[config.mk]
export PLATFORM = sky130hd
export DESIGN_NAME = pfpw_page_split
export DESIGN_NICKNAME = d
export VERILOG_FILES = /design/src/hdl/pfpw_pkg.sv /design/src/hdl/pfpw_page_split.sv
export SDC_FILE = /design/constraint.sdc
export NUM_CORES = 1
export LEC_CHECK = 0
export ABC_AREA = 1
export BUFFER_PORTS_ARGS = -buffer_cell sky130_fd_sc_hd__buf_2
export CELL_PAD_IN_SITES_DETAIL_PLACEMENT = 1
export CELL_PAD_IN_SITES_GLOBAL_PLACEMENT = 1
export CORE_MARGIN = 8
export CORE_UTILIZATION = 32
export DETAILED_ROUTE_END_ITERATION = 7
export HOLD_SLACK_MARGIN = 0.06
export PLACE_DENSITY_LB_ADDON = 0.12
export SYNTH_ARGS = -nofsm -noshare
export SYNTH_HDL_FRONTEND = slang
export SYNTH_SLANG_ARGS = --single-unit
[constraint.sdc]
create_clock -name clock -period 1.3 [get_ports clock]
set_clock_uncertainty 0.2 [all_clocks]
set_input_delay 0.065 -clock clock [delete_from_list [all_inputs] [get_ports clock]]
set_output_delay 0.065 -clock clock [all_outputs]
set_load 0.02 [all_outputs]
[src/hdl/pfpw_pkg.sv]
`default_nettype none

package pfpw_pkg;

   // default geometry
   localparam int DEF_PAGE_BYTES  = 64;
   localparam int DEF_FLASH_BYTES = 32768;

   // operation codes
   localparam logic OP_READ  = 1'b0;
   localparam logic OP_WRITE = 1'b1;

   // result status codes
   localparam logic [2:0] STATUS_BUFFERED   = 3'd0;
   localparam logic [2:0] STATUS_READ_OK    = 3'd1;
   localparam logic [2:0] STATUS_READ_DENY  = 3'd2;
   localparam logic [2:0] STATUS_PROGRAMMED = 3'd3;
   localparam logic [2:0] STATUS_UNCHANGED  = 3'd4;
   localparam logic [2:0] STATUS_WRITE_DENY = 3'd5;

   // configuration register indexes
   localparam logic [2:0] REG_CONFIG_START = 3'd0;
   localparam logic [2:0] REG_CONFIG_END   = 3'd1;
   localparam logic [2:0] REG_META_START   = 3'd2;
   localparam logic [2:0] REG_META_END     = 3'd3;
   localparam logic [2:0] REG_BOOT_START   = 3'd4;
   localparam logic [2:0] REG_FLASH_LIMIT  = 3'd5;

endpackage

`default_nettype wire

[src/hdl/pfpw_page_split.sv]
`default_nettype none

// splits a byte address into page number and offset within the page,
// three register stages: reciprocal multiply, back-multiply, one correction
module pfpw_page_split
   import pfpw_pkg::*;
#(
   parameter int PAGE_BYTES = DEF_PAGE_BYTES
) (
   input  wire logic                          clock,
   input  wire logic                          reset,
   input  wire logic                          in_valid,
   input  wire logic [15:0]                   in_address,
   output logic                               out_valid,
   output logic [8:0]                         out_page,
   output logic [$clog2(PAGE_BYTES)-1:0]      out_offset
);

   localparam int OW        = $clog2(PAGE_BYTES);
   localparam int DIV_SHIFT = 24;
   localparam int DIV_MULT  = (1 << DIV_SHIFT) / PAGE_BYTES;

   logic        v1_ff, v2_ff, v3_ff;
   logic [39:0] prod_ff, prod_in;
   logic [15:0] addr1_ff, addr2_ff;
   logic [15:0] quot0, quot0_ff;
   logic [24:0] back_ff, back_in;
   logic [16:0] rem0;
   logic [8:0]  page_in, page_ff;
   logic [OW-1:0] offset_in, offset_ff;

   // stage 1: multiply by the scaled reciprocal
   assign prod_in = 40'(in_address) * 40'(DIV_MULT);

   // stage 2: quotient estimate, at most one below the true quotient
   assign quot0   = prod_ff[DIV_SHIFT +: 16];
   assign back_in = 25'(quot0) * 25'(PAGE_BYTES);

   // stage 3: remainder and single correction step
   always_comb begin
      rem0 = {1'b0, addr2_ff} - back_ff[16:0];
      if (rem0 >= 17'(PAGE_BYTES)) begin
         offset_in = OW'(rem0 - 17'(PAGE_BYTES));
         page_in   = quot0_ff[8:0] + 9'd1;
      end else begin
         offset_in = OW'(rem0);
         page_in   = quot0_ff[8:0];
      end
   end

   always_ff @(posedge clock) begin
      if (reset) begin
         v1_ff <= 1'b0;
         v2_ff <= 1'b0;
         v3_ff <= 1'b0;
      end else begin
         v1_ff <= in_valid;
         v2_ff <= v1_ff;
         v3_ff <= v2_ff;
      end
      prod_ff   <= prod_in;
      addr1_ff  <= in_address;
      quot0_ff  <= quot0;
      back_ff   <= back_in;
      addr2_ff  <= addr1_ff;
      page_ff   <= page_in;
      offset_ff <= offset_in;
   end

   assign out_valid  = v3_ff;
   assign out_page   = page_ff;
   assign out_offset = offset_ff;

endmodule

`default_nettype wire

* Yosys cells after proc, flatten, opt, wreduce, memory -nomap -nowiden
Index checks and enable logic that the tools add are counted.
** Cells by class
- Add/sub/neg operators :: 3
- $lt $le $gt $ge :: 1
- Muxes and demuxes :: 2
** Operators by type and width (count)
- 17-bit by 7-bit greater-or-equal comparator with 1-bit output, second input constant :: 1
- 16-bit by 16-bit subtractor with 17-bit output :: 1
- 9-bit by 1-bit adder with 9-bit output, second input constant :: 1
- 9-bit two-way mux :: 1
- 6-bit two-way mux :: 1
- 6-bit by 1-bit subtractor with 6-bit output, second input constant :: 1
** Storage, ports and cells
- Bits in registers :: 60
- Logic and storage cells :: 14

* Longest topological paths before layout
- Depth in word-level cells :: 3
- Mapped depth :: 2
- Mapped depth without buffers :: 2

* Least setup slack after synthesis
Ideal clock, no wire load.
- Path kind :: register -> output
- Start point :: reg offset_ff[0], in the netlist out_offset[0]
- End point :: out out_offset[0]
- Data arrival time :: 395 ps
- Required time :: 1035 ps
- Setup slack :: 640 ps
- Stages on the path, launching flop included :: 1
- Path buffers :: 0
- Cells stage by stage :: dfxtp_1
** RTL lines
- start: declaration :: RTL line pfpw_page_split.sv:30 : logic [OW-1:0] offset_in, offset_ff;
- start signal: assignment :: RTL line pfpw_page_split.sv:67 : offset_ff <= offset_in;
- end: declaration :: RTL line pfpw_page_split.sv:16 : output logic [$clog2(PAGE_BYTES)-1:0] out_offset
No word-level cell between the ends.

* Final worst setup path
- Start point :: reg v3_ff, in the netlist out_valid
- End point :: out out_valid
** RTL lines
- start: declaration :: RTL line pfpw_page_split.sv:23 : logic v1_ff, v2_ff, v3_ff;
- start signal: assignment :: RTL line pfpw_page_split.sv:59 : v3_ff <= v2_ff;
- end: declaration :: RTL line pfpw_page_split.sv:14 : output logic out_valid,
No word-level cell between the ends.

==> results by group <==
Min path
  • Worst hold path cell count: 0
  • HP Class: register to register
  • Hold_sp: addr2_ff[13]$_DFF_P_
  • Worst Hold Path EP: out_page[7]$_DFF_P_

Synthesis
  • Mapped Nets: 73
  • Synth Warn #: 0
  • Post-synthesis sequential area ratio: 97.71%
  • Cell Area, Synth: 983.4 µm²
  • Cells after Synth: 54
  • Seq cells post-synth: 48
  • Syn_area_per_cell: 18.21 µm²
  • Unique masters post-synth: 3

Global route
  • First-pass GRT wire length: 2518 µm
  • Antenna violations before repair: 0
  • Gr usage total: 6.939%
  • Gr ovfl total: 0
  • Pin count of the biggest net entering global routing: 15
  • Vias in the first global route: 590

Setup path
  • Critical Path AT: 0.83 ns
  • Critical Path Slowest Stage Cell: dfxtp_1
  • Peak fanout along the critical path: 1
  • Critical Path End Type: output pin
  • CP Launch Type: register
  • CP top delay family: flip-flops
  • Worst r2r src: v2_ff$_SDFF_PP0_
  • R2r setup slk: 0.62 ns
  • Worst path max stage delay: 0.33 ns
  • Crit-path cells: buf_2
  • Reg2reg end: out_valid$_SDFF_PP0_
  • CP Buf/Inv Count: 1
  • Worst Reg2Reg Path Length in Cells: 2
  • WP data required: 1.03 ns
  • Critical path class: register to output pin

Placed design
  • Final HPWL DP: 981.5 µm
  • Port Buf Inserts: 33
  • DP Worst Slack: 0.5710 ns
  • RePlAce Congestion: 0.5427

STA
  • Clock period minus worst slack: 1.099 ns
  • Fmax: 910.3 MHz
  • Unrepaired setup endpoints after global routing: no
  • Tcrit/Tclk final: 84.50%
  • Final hold vios: 0
  • Final setup violation count: 0
  • Worst Tran Pin Value: 0.1206 ns
  • Worst slew margin: 91.96%
  • Final slew viol count: 0
  • Setup ws final: 0.2015 ns
  • Post-Route Setup TNS: 0 ns

Pwr
  • VDD IR max: 0.0007631 V
  • Leak: 0.6648 nW
  • PD cells: 1738 mW/mm²
  • Power, Total: 0.002496 W

Floorplanning
  • Starting Density: 33.03%
  • Die span in x: 71.44 µm
  • Cell row count: 20
  • Core region area: 0.002978 mm²
  • Die area: 0.005103 mm²
  • I/O Pins: 35
  • Die Span Y: 71.44 µm

Finish
  • Area delta synth->final: 46.06%
  • Most common cell after layout, fill and taps aside: dfxtp_1
  • Share of post-route cells with drive strength above 1: 35.71%
  • Nets: 130
  • Commonest non-fill, non-tap cells in the layout: dfxtp_1, buf_2, dlygate4sd3_1, clkbuf_4
  • Ant diodes: 0
  • Finished Core Util: 48.24%

Detailed routing
  • Via count: 525
  • Avg WL per Cell: 10.33 µm
  • Initial DRC count: 30
  • DRT antenna net count: 0
  • Drt drc: 0
  • Drt pass-1 iters: 2
  • Final wirelength: 1498 µm
  • Vias/cell: 3.621

Clock network
  • Post-CTS resize count: 0
  • Clk_lat worst skew: 0.34 ns
  • CTS tree: built
  • CTS clock-pin slew for the worst setup and hold paths: 0.12 ns
  • Clock Path Buffers: 2
  • Cts bufs inserted: 5
  • CTS Sinks: 48
  • Total number of H-tree levels: 2
  • Root buf cell: clkbuf_4

Job
  • Max_cap viols: 0

Outcome
  • Status: completed
[report_power, final]
group / internal, W / leakage [nW] / switching (W)
logic: 0.0000688 / 0.218 / 0.0000567
registers: 0.00155 / 0.404 / 0.0000150
clock network: 0.000403 / 0.0422 / 0.000405
[worst max-delay path by stage]
| stage | from | endpoint | slack [ns] | depth (start not counted) |
|---|---|---|---|---|
| 3_3_place_gp | out_page[2]$_DFF_P_ | out_page[2] | 0.59 | 1 |
| 2_1_floorplan | out_offset[0]$_DFF_P_ | out_offset[0] | 0.64 | 0 |
| 6_report | out_valid$_SDFF_PP0_ | out_valid | 0.20 | 1 |
| 5_1_grt | out_valid$_SDFF_PP0_ | out_valid | 0.12 | 1 |
| 4_1_cts | out_offset[1]$_DFF_P_ | out_offset[1] | 0.16 | 1 |
| 3_5_place_dp | out_offset[1]$_DFF_P_ | out_offset[1] | 0.57 | 1 |
[routing by layer]
metal,vias to the layer above,global-route usage (%),part of all wire [%]
li1,274,-,-
met2,22,11.53,51
met4,0,4.850,2.1
met3,4,5.997,12
met1,225,5.045,35
met5,-,0,0
[per-stage QoR]
stage                     cells  hold slack (ns)  instance area, µm²
final                       145           0.1403                1436
after global routing        145           0.1031                1436
after CTS                   145           0.1158                1436
after detailed placement    120         -0.03058                1190
after global placement      120         -0.03264                1190
after floorplan              54          -0.1073               983.4
[timing repair]
| action | CTS | global route |
|---|---|---|
| buffers inserted | 0 | 0 |
| endpoints found under the hold margin | 18 | 0 |
| hold buffers | 17 | 0 |
[registers in the layout, summed over array words and instances (netlist names)]
register and cells:
v1_ff 1, v2_ff 1, prod_ff 15, out_page 9, out_valid 1, addr2_ff 15, out_offset 6
[Yosys cell counts]
| library cell | count | area, µm² |
|---|---|---|
| inv_1 | 3 | 11.26 |
| dfxtp_1 | 48 | 960.9 |
| nor2_1 | 3 | 11.26 |
[kinds of logic (layout without fill, tap and decap cells)]
group / after synthesis / count (layout) / synth area share, %
simple gates: 3 / 3 / 1.145
buf+inv: 3 / 61 / 1.145
flops: 48 / 48 / 97.71
[cell type report]
| cell class | instances | area (µm²) |
|---|---|---|
| multi-input combinational | 3 | 11.26 |
| sequential | 48 | 960.9 |
| tap | 33 | 41.29 |
| clock buffer | 6 | 41.29 |
| clock inverter | 2 | 35.03 |
| timing repair buffer | 50 | 335.3 |
| fill | 303 | 1541 |
| inverter | 3 | 11.26 |
Note: power is estimated with default switching activity, not from simulation.
